<file path="src/hdl/apbs_pkg.sv">
`timescale 1ns / 1ps
// Shared types and constants for the approximate pattern bitap scanner.
// Used by apbs_front, apbs_cell and approximate_pattern_bitap_scan_top.
package apbs_pkg;

    localparam int DEF_MAX_LEVELS   = 5;
    localparam int DEF_ALPHABET     = 32;
    localparam int DEF_PATTERN_BITS = 31;

    localparam logic [1:0] FUNC_LOAD  = 2'd0;
    localparam logic [1:0] FUNC_START = 2'd1;
    localparam logic [1:0] FUNC_TEXT  = 2'd2;

    localparam logic [1:0] REG_PATTERN_LENGTH  = 2'd0;
    localparam logic [1:0] REG_MAX_ERRORS      = 2'd1;
    localparam logic [1:0] REG_ALLOW_INDELS    = 2'd2;
    localparam logic [1:0] REG_OBLIGATORY_MASK = 2'd3;

    localparam int PADDR_W = 4;
    localparam int LEVEL_W = 3;

    typedef struct packed {
        logic [1:0]  func;
        logic [4:0]  symbol;
        logic [30:0] table_mask;
        logic [31:0] start_pos;
    } apbs_in_t;

    typedef struct packed {
        logic [31:0]        hit_pos;
        logic [LEVEL_W-1:0] error_count;
    } apbs_out_t;

    // control part of a word moving along the cell chain
    typedef struct packed {
        logic               valid;
        logic               start;
        logic               found;
        logic [LEVEL_W-1:0] level;
        logic [31:0]        hit_pos;
    } apbs_ctl_t;

endpackage

</file>
<file path="src/hdl/approximate_pattern_bitap_scan_top.sv">
`timescale 1ns / 1ps
// Top level of the approximate pattern bitap scanner: config registers, cell chain, hit register.
// Depends on apbs_pkg, apbs_front and apbs_cell.
//
//   channel   direction  handshake              word
//   item      in         item_valid/item_stall  apbs_in_t  (load, start, text symbol)
//   hit       out        hit_valid/hit_stall    apbs_out_t (start position, error level)
//   config    in         APB psel/penable       4 registers at 4*i
//
// One item per cycle while item_stall is low; one chain cell per error level, so a hit passes
// the front register and every cell register before it reaches the hit register.
// After reset table entries read as zero and rows hold the sentinel of a length-one pattern;
// no clearing pass is needed.
// hit_stall holds the chain, and so item_stall, only while a hit at the chain tail waits
// behind a hit word that is not yet taken.
module approximate_pattern_bitap_scan_top
    import apbs_pkg::*;
#(
    parameter int MAX_LEVELS   = DEF_MAX_LEVELS,
    parameter int ALPHABET     = DEF_ALPHABET,
    parameter int PATTERN_BITS = DEF_PATTERN_BITS
)
(
    input  logic               clk,
    input  logic               rst_n,
    input  logic               item_valid,
    output logic               item_stall,
    input  apbs_in_t           item,
    output logic               hit_valid,
    input  logic               hit_stall,
    output apbs_out_t          hit,
    input  logic               psel,
    input  logic               penable,
    input  logic               pwrite,
    input  logic [PADDR_W-1:0] paddr,
    input  logic [31:0]        pwdata,
    output logic [31:0]        prdata,
    output logic               pready
);

    localparam int ROW_W  = PATTERN_BITS + 1;
    localparam int PLEN_W = $clog2(PATTERN_BITS + 1);

    logic [4:0]         pattern_length_reg;
    logic [LEVEL_W-1:0] max_errors_reg;
    logic               allow_indels_reg;
    logic [30:0]        obligatory_mask_reg;
    logic               cfg_write;

    logic [PLEN_W-1:0]  plen;
    logic [ROW_W-1:0]   smask;
    logic [ROW_W-1:0]   cmask;
    logic               advance;
    logic               accept;
    logic               tail_hit;

    apbs_ctl_t          ctl_c   [MAX_LEVELS+1];
    logic [ROW_W-1:0]   sindx_c [MAX_LEVELS+1];
    logic [ROW_W-1:0]   old_c   [MAX_LEVELS+1];
    logic [ROW_W-1:0]   new_c   [MAX_LEVELS+1];

    logic               hit_valid_reg;
    apbs_out_t          hit_reg;

    assign pready    = 1'b1;
    assign cfg_write = psel && penable && pwrite && pready;

    always_ff @(posedge clk or negedge rst_n)
    begin
        if (!rst_n)
        begin
            pattern_length_reg  <= 5'd1;
            max_errors_reg      <= '0;
            allow_indels_reg    <= 1'b0;
            obligatory_mask_reg <= '0;
        end
        else if (cfg_write)
        begin
            unique case (paddr[3:2])
                REG_PATTERN_LENGTH:  pattern_length_reg  <= pwdata[4:0];
                REG_MAX_ERRORS:      max_errors_reg      <= pwdata[LEVEL_W-1:0];
                REG_ALLOW_INDELS:    allow_indels_reg    <= pwdata[0];
                REG_OBLIGATORY_MASK: obligatory_mask_reg <= pwdata[30:0];
                default:             ;
            endcase
        end
    end

    always_comb
    begin
        unique case (paddr[3:2])
            REG_PATTERN_LENGTH:  prdata = 32'(pattern_length_reg);
            REG_MAX_ERRORS:      prdata = 32'(max_errors_reg);
            REG_ALLOW_INDELS:    prdata = 32'(allow_indels_reg);
            REG_OBLIGATORY_MASK: prdata = 32'(obligatory_mask_reg);
            default:             prdata = '0;
        endcase
    end

    assign plen  = (32'(pattern_length_reg) > 32'(PATTERN_BITS)) ? PLEN_W'(PATTERN_BITS)
                                                                  : PLEN_W'(pattern_length_reg);
    assign smask = ROW_W'(1) << plen;
    assign cmask = ~ROW_W'(obligatory_mask_reg);

    assign tail_hit   = ctl_c[MAX_LEVELS].valid && !ctl_c[MAX_LEVELS].start
                        && ctl_c[MAX_LEVELS].found;
    assign advance    = !(tail_hit && hit_valid_reg && hit_stall);
    assign item_stall = !advance;
    assign accept     = item_valid && advance;

    apbs_front #(
        .ALPHABET (ALPHABET),
        .ROW_W    (ROW_W),
        .PLEN_W   (PLEN_W)
    ) u_front (
        .clk     (clk),
        .rst_n   (rst_n),
        .advance (advance),
        .accept  (accept),
        .item    (item),
        .plen    (plen),
        .ctl     (ctl_c[0]),
        .sindx   (sindx_c[0])
    );

    assign old_c[0] = '0;
    assign new_c[0] = '0;

    for (genvar e = 0; e < MAX_LEVELS; e++)
    begin : g_cell
        apbs_cell #(
            .LEVEL (e),
            .ROW_W (ROW_W)
        ) u_cell (
            .clk        (clk),
            .rst_n      (rst_n),
            .advance    (advance),
            .smask      (smask),
            .cmask      (cmask),
            .indel      (allow_indels_reg),
            .max_errors (max_errors_reg),
            .ctl_in     (ctl_c[e]),
            .sindx_in   (sindx_c[e]),
            .old_in     (old_c[e]),
            .new_in     (new_c[e]),
            .ctl_out    (ctl_c[e+1]),
            .sindx_out  (sindx_c[e+1]),
            .old_out    (old_c[e+1]),
            .new_out    (new_c[e+1])
        );
    end

    always_ff @(posedge clk or negedge rst_n)
    begin
        if (!rst_n)
        begin
            hit_valid_reg <= 1'b0;
        end
        else if (advance)
        begin
            if (tail_hit)
            begin
                hit_valid_reg <= 1'b1;
            end
            else if (!hit_stall)
            begin
                hit_valid_reg <= 1'b0;
            end
        end
    end

    always_ff @(posedge clk)
    begin
        if (advance && tail_hit)
        begin
            hit_reg.hit_pos     <= ctl_c[MAX_LEVELS].hit_pos;
            hit_reg.error_count <= ctl_c[MAX_LEVELS].level;
        end
    end

    assign hit_valid = hit_valid_reg;
    assign hit       = hit_reg;

    a_stall_only_on_blocked_hit: assert property (@(posedge clk) disable iff (!rst_n)
        item_stall |-> (hit_valid && hit_stall && tail_hit))
        else $error("item_stall without a blocked hit");

    a_accept_issues_word: assert property (@(posedge clk) disable iff (!rst_n)
        (item_valid && !item_stall && (item.func == FUNC_START || item.func == FUNC_TEXT))
        |=> ctl_c[0].valid)
        else $error("accepted start or text symbol did not enter the chain");

    a_hit_from_tail: assert property (@(posedge clk) disable iff (!rst_n)
        $rose(hit_valid) |-> $past(tail_hit))
        else $error("hit word appeared without a hit at the chain tail");

    a_start_never_found: assert property (@(posedge clk) disable iff (!rst_n)
        (ctl_c[MAX_LEVELS].valid && ctl_c[MAX_LEVELS].start) |-> !ctl_c[MAX_LEVELS].found)
        else $error("start word marked as a hit");

endmodule

</file>
<file path="src/hdl/apbs_front.sv">
`timescale 1ns / 1ps
// Front end: symbol mask table, position counter and word issue into the cell chain.
// Depends on apbs_pkg.
module apbs_front
    import apbs_pkg::*;
#(
    parameter int ALPHABET = DEF_ALPHABET,
    parameter int ROW_W    = DEF_PATTERN_BITS + 1,
    parameter int PLEN_W   = 5
)
(
    input  logic              clk,
    input  logic              rst_n,
    input  logic              advance,
    input  logic              accept,
    input  apbs_in_t          item,
    input  logic [PLEN_W-1:0] plen,
    output apbs_ctl_t         ctl,
    output logic [ROW_W-1:0]  sindx
);

    localparam int IDX_W = $clog2(ALPHABET);
    localparam int TAB_W = ROW_W - 1;

    logic [TAB_W-1:0]    mem [ALPHABET];
    logic [ALPHABET-1:0] tab_valid_reg;
    logic [TAB_W-1:0]    rd_data_reg;
    logic                rd_ok_reg;
    logic                rd_ok_next;
    logic [31:0]         position_reg;
    logic [31:0]         position_next;
    apbs_ctl_t           ctl_reg;
    apbs_ctl_t           ctl_next;
    logic [IDX_W-1:0]    idx;
    logic                in_range;
    logic                do_load;

    assign idx      = IDX_W'(item.symbol);
    assign in_range = 32'(item.symbol) < 32'(ALPHABET);
    assign do_load  = accept && (item.func == FUNC_LOAD) && in_range;

    always_comb
    begin
        position_next = position_reg;
        ctl_next      = '0;
        rd_ok_next    = in_range && tab_valid_reg[idx];
        if (accept && item.func == FUNC_START)
        begin
            position_next  = item.start_pos;
            ctl_next.valid = 1'b1;
            ctl_next.start = 1'b1;
        end
        else if (accept && item.func == FUNC_TEXT)
        begin
            position_next    = position_reg + 32'd1;
            ctl_next.valid   = 1'b1;
            ctl_next.hit_pos = position_reg - 32'(plen) + 32'd1;
        end
    end

    always_ff @(posedge clk)
    begin
        if (do_load)
        begin
            mem[idx] <= TAB_W'(item.table_mask);
        end
        if (advance)
        begin
            rd_data_reg <= mem[idx];
        end
    end

    always_ff @(posedge clk or negedge rst_n)
    begin
        if (!rst_n)
        begin
            tab_valid_reg <= '0;
            rd_ok_reg     <= 1'b0;
            position_reg  <= '0;
            ctl_reg       <= '0;
        end
        else
        begin
            if (do_load)
            begin
                tab_valid_reg[idx] <= 1'b1;
            end
            position_reg <= position_next;
            if (advance)
            begin
                rd_ok_reg <= rd_ok_next;
                ctl_reg   <= ctl_next;
            end
        end
    end

    assign ctl   = ctl_reg;
    assign sindx = rd_ok_reg ? ROW_W'(rd_data_reg) : '0;

endmodule

</file>
<file path="src/hdl/apbs_cell.sv">
`timescale 1ns / 1ps
// One error level of the bitap chain: holds its row and passes each word to the next level.
// Depends on apbs_pkg.
module apbs_cell
    import apbs_pkg::*;
#(
    parameter int LEVEL = 0,
    parameter int ROW_W = DEF_PATTERN_BITS + 1
)
(
    input  logic               clk,
    input  logic               rst_n,
    input  logic               advance,
    input  logic [ROW_W-1:0]   smask,
    input  logic [ROW_W-1:0]   cmask,
    input  logic               indel,
    input  logic [LEVEL_W-1:0] max_errors,
    input  apbs_ctl_t          ctl_in,
    input  logic [ROW_W-1:0]   sindx_in,
    input  logic [ROW_W-1:0]   old_in,
    input  logic [ROW_W-1:0]   new_in,
    output apbs_ctl_t          ctl_out,
    output logic [ROW_W-1:0]   sindx_out,
    output logic [ROW_W-1:0]   old_out,
    output logic [ROW_W-1:0]   new_out
);

    localparam logic [ROW_W-1:0] ROW_RESET = ROW_W'(2);

    logic [ROW_W-1:0] row_reg;
    logic [ROW_W-1:0] row_next;
    logic [ROW_W-1:0] old_row;
    logic [ROW_W-1:0] carry;
    logic [ROW_W-1:0] nw_row;
    logic [ROW_W-1:0] init_row;
    logic             active;
    apbs_ctl_t        ctl_reg;
    apbs_ctl_t        ctl_next;
    logic [ROW_W-1:0] sindx_reg;
    logic [ROW_W-1:0] old_reg;
    logic [ROW_W-1:0] new_reg;
    logic [ROW_W-1:0] new_next;

    always_comb
    begin
        old_row  = row_reg | smask;
        carry    = indel ? ((old_in | (old_in >> 1) | (new_in >> 1)) & cmask)
                         : ((old_in >> 1) & cmask);
        nw_row   = carry | ((old_row >> 1) & sindx_in);
        init_row = indel ? ((new_in >> 1) | smask) : smask;
        active   = 32'(max_errors) >= 32'(LEVEL);
        row_next = row_reg;
        ctl_next = ctl_in;
        new_next = ctl_in.start ? init_row : nw_row;
        if (ctl_in.valid && ctl_in.start)
        begin
            row_next = init_row;
        end
        else if (ctl_in.valid && active)
        begin
            row_next = nw_row;
            if (!ctl_in.found && nw_row[0])
            begin
                ctl_next.found = 1'b1;
                ctl_next.level = LEVEL_W'(LEVEL);
            end
        end
    end

    always_ff @(posedge clk or negedge rst_n)
    begin
        if (!rst_n)
        begin
            row_reg <= ROW_RESET;
            ctl_reg <= '0;
        end
        else if (advance)
        begin
            row_reg <= row_next;
            ctl_reg <= ctl_next;
        end
    end

    always_ff @(posedge clk)
    begin
        if (advance)
        begin
            sindx_reg <= sindx_in;
            old_reg   <= old_row;
            new_reg   <= new_next;
        end
    end

    assign ctl_out   = ctl_reg;
    assign sindx_out = sindx_reg;
    assign old_out   = old_reg;
    assign new_out   = new_reg;

endmodule

</file>
<file path="config.mk">
export PLATFORM = sky130hd
export DESIGN_NAME = approximate_pattern_bitap_scan_top
export DESIGN_NICKNAME = d
export VERILOG_FILES = /design/src/hdl/apbs_pkg.sv /design/src/hdl/approximate_pattern_bitap_scan_top.sv /design/src/hdl/apbs_front.sv /design/src/hdl/apbs_cell.sv
export SDC_FILE = /design/constraint.sdc
export NUM_CORES = 2
export LEC_CHECK = 0
export BUFFER_PORTS_ARGS = -buffer_cell sky130_fd_sc_hd__buf_2
export CORE_UTILIZATION = 65
export DETAILED_ROUTE_END_ITERATION = 10
export PLACE_DENSITY_LB_ADDON = 0.12
export REMOVE_ABC_BUFFERS = 1
export SLEW_MARGIN = 10
export SYNTH_ARGS = -nofsm -noshare
export SYNTH_HDL_FRONTEND = slang
export SYNTH_SLANG_ARGS = --single-unit
</file>
<file path="constraint.sdc">
create_clock -name clk -period 19.6 [get_ports clk]
set_input_delay 1.96 -clock clk [delete_from_list [all_inputs] [get_ports clk]]
set_output_delay 1.96 -clock clk [all_outputs]
set_load 0.005 [all_outputs]
</file>
==> impl_metrics.json <==
{
  "die_h_um": 350,
  "cts.reportedPaths.clkPinSlew_ps": 60,
  "coreArea_sq_mm": 0.120,
  "numPortBuffers": 177,
  "drc": 0,
  "async_flop_share": 0.252,
  "antenna_found_initial": 12,
  "hold_path_startpoint": "g_cell[4].u_cell.ctl_out[2]",
  "synth_cell_type_count": 80,
  "ys_seq_area_frac": 0.701,
  "setup_viol": 0,
  "min_to": "hit[5]",
  "p_int_uw": 7250,
  "max_slew_margin": 0.249,
  "powerDensity_mw_per_mm2": 110,
  "post-synth-top-count-cell": "edfxtp_1",
  "critical_path_class": "input pin to output port",
  "vdd_drop_max_mv": 0.109,
  "hpwl_mm": 101,
  "period_minus_slack_ps": 5160,
  "ctsHoldBuffers": 0,
  "cp.required_ps": 17640,
  "cts_setup_buffers": 0,
  "final_nets": 5605,
  "r2r_slack_ps": 15660,
  "die_area_sq_mm": 0.122,
  "rr_endpoint": "u_front.mem[26][25]",
  "seq_area_sq_mm": 0.0551,
  "largest_reg_flops": 992,
  "maxCapViolCount": 0,
  "status": "complete, no violations",
  "start_util": 0.656,
  "sequentialPowerShare": 0.521,
  "ys_ff_latch": 1916,
  "insertion_delay_ps": 820,
  "grt_pass1_wl_mm": 272,
  "switching_share": 0.248,
  "rr_worst_depth": 7,
  "power.switching_uw": 2390,
  "min_path_cells": 0,
  "synth_common_cells": "edfxtp_1, nand2_1, dfrtp_1",
  "finClkSkew_ps": 33.5,
  "fill_cells": 7365,
  "fmax_mhz": 194,
  "io_pins": 183,
  "path_max_fanout": 35,
  "layout-drive-gt1-share": 0.195,
  "grt_util_all_layers": 0.300,
  "drtPass1Iterations": 5,
  "vias": 45600,
  "hold_slack_ps": 440,
  "yosysTopAreaCellShare": 0.547,
  "critPathLaunchType": "input pin",
  "total_power_uw": 9640,
  "grt_pass1_vias": 45800,
  "synth_top_area_cell": "edfxtp_1",
  "slew_viol_final": 0,
  "clockBufferDepth": 3,
  "num_rows": 127,
  "synth_edf_count": 1434,
  "cp.arrival_ps": 3200,
  "root_buffer": "clkbuf_16",
  "cts_tree": "done",
  "die_x_um": 350,
  "p_leak_uw": 0.0346,
  "vias_per_cell": 6.33,
  "crit_start": "paddr[2]",
  "finalHoldViolCount": 0,
  "syn_avg_cell_area_sq_um": 14.9,
  "rsz0062_at_grt": "false",
  "synthCells": 5263,
  "totalWireLength_mm": 180,
  "synthTopCellsByArea": "edfxtp_1, dfrtp_1, mux4_2",
  "syn_area_sq_mm": 0.0787,
  "ant_nets": 0,
  "multiInputGateArea_sq_mm": 0.0219,
  "clkPwrFrac": 0.364,
  "synthFlopType": "edfxtp_1",
  "cts_buffers": 186,
  "drt_iter0_markers": 4395,
  "area_growth_pct": 11.2,
  "setup_tns_ps": 0,
  "overflow": 0,
  "p_comb_frac": 0.115,
  "cts_sinks": 1916,
  "cts_max_level": 4,
  "worst_pin_slew_ps": 1120,
  "cts.repair.resized": 0,
  "min_period_over_period": 0.263,
  "cp-end-kind": "output port",
  "wl_per_cell_um": 25.0,
  "reg2reg_from": "g_cell[4].u_cell.ctl_out[37]",
  "grt_max_degree": 191,
  "yosys_warnings": 0,
  "hp-class": "flip-flop to flip-flop",
  "place_congestion": 0.845
}
[stage by stage]
step | area (sq um) | setup slack [ps] | std cells | util
floorplan | 77500 | 3880 | 4980 | -
global placement | 81400 | 14190 | 6853 | 0.679
detailed placement | 81400 | 14180 | 6853 | 0.679
CTS | 87500 | 14450 | 7199 | 0.729
global route | 87500 | 14390 | 7200 | 0.729
finish | 87500 | 14440 | 7201 | 0.729
[routing by layer]
metal  wire length [um]  track usage  up-vias
met1              68600        0.382    23100
met5                 83            0        -
met3              11500       0.0479      445
li1                   -            -    20200
met4               7680        0.136       12
met2              92100        0.511     1827
[critical path, cell delays in order]
cell and delay (ps):
buf_2 70, buf_4 350, mux4_2 620, buf_2 160
[power groups by stage]
stage	sequential, uW	combinational, uW	clock, uW
floorplan	5030	763	0
global route	5070	1230	3700
global placement	5090	1060	0
CTS	5020	1100	3550
finish	5030	1110	3510
detailed placement	5100	1090	0
[how the worst max path moves through the flow]
stage / to / slack [ps] / depth (start not counted)
global route: item_stall / 14390 / 5
finish: prdata[0] / 14440 / 4
floorplan: item_stall / 3880 / 3
detailed placement: u_front.mem[27][14] / 14180 / 8
CTS: item_stall / 14450 / 5
global placement: u_front.rd_data_reg[14] / 14190 / 6
[logic make-up after synthesis]
kind of cell / after synthesis / synth area share
AOI/OAI and AO/OA: 1089 / 0.0890
xor gates and xnor gates: 53 / 0.00590
adders and majority gates: 63 / 0.0101
buffers and inverters: 485 / 0.0247
DFF: 1916 / 0.701
muxes: 432 / 0.0971
other: 2 / 0.0000955
and+or+nand+nor: 1223 / 0.0723
[cell type report]
class | instances | share of cell area
Multi-Input combinational cell | 2862 | 0.251
Tap cell | 1612 | 0.0231
Clock buffer | 265 | 0.0607
Sequential cell | 1916 | 0.630
Clock inverter | 81 | 0.00820
Antenna cell | 2 | 0.0000572
Inverter | 202 | 0.00873
Timing Repair Buffer | 261 | 0.0181
[cell usage in the layout (no fill, tap or decap), drive strengths merged, types with 126 or more instances in the layout]
| master | instances |
|---|---|
| a21o | 132 |
| inv | 208 |
| a21oi | 355 |
| dfrtp | 476 |
| o21ai | 173 |
| or2 | 131 |
| buf | 261 |
| a211oi | 126 |
| nand2 | 666 |
| mux4 | 257 |
| nor2 | 162 |
| edfxtp | 1434 |
| clkbuf | 265 |
Note: power is estimated with default switching activity, not from simulation.
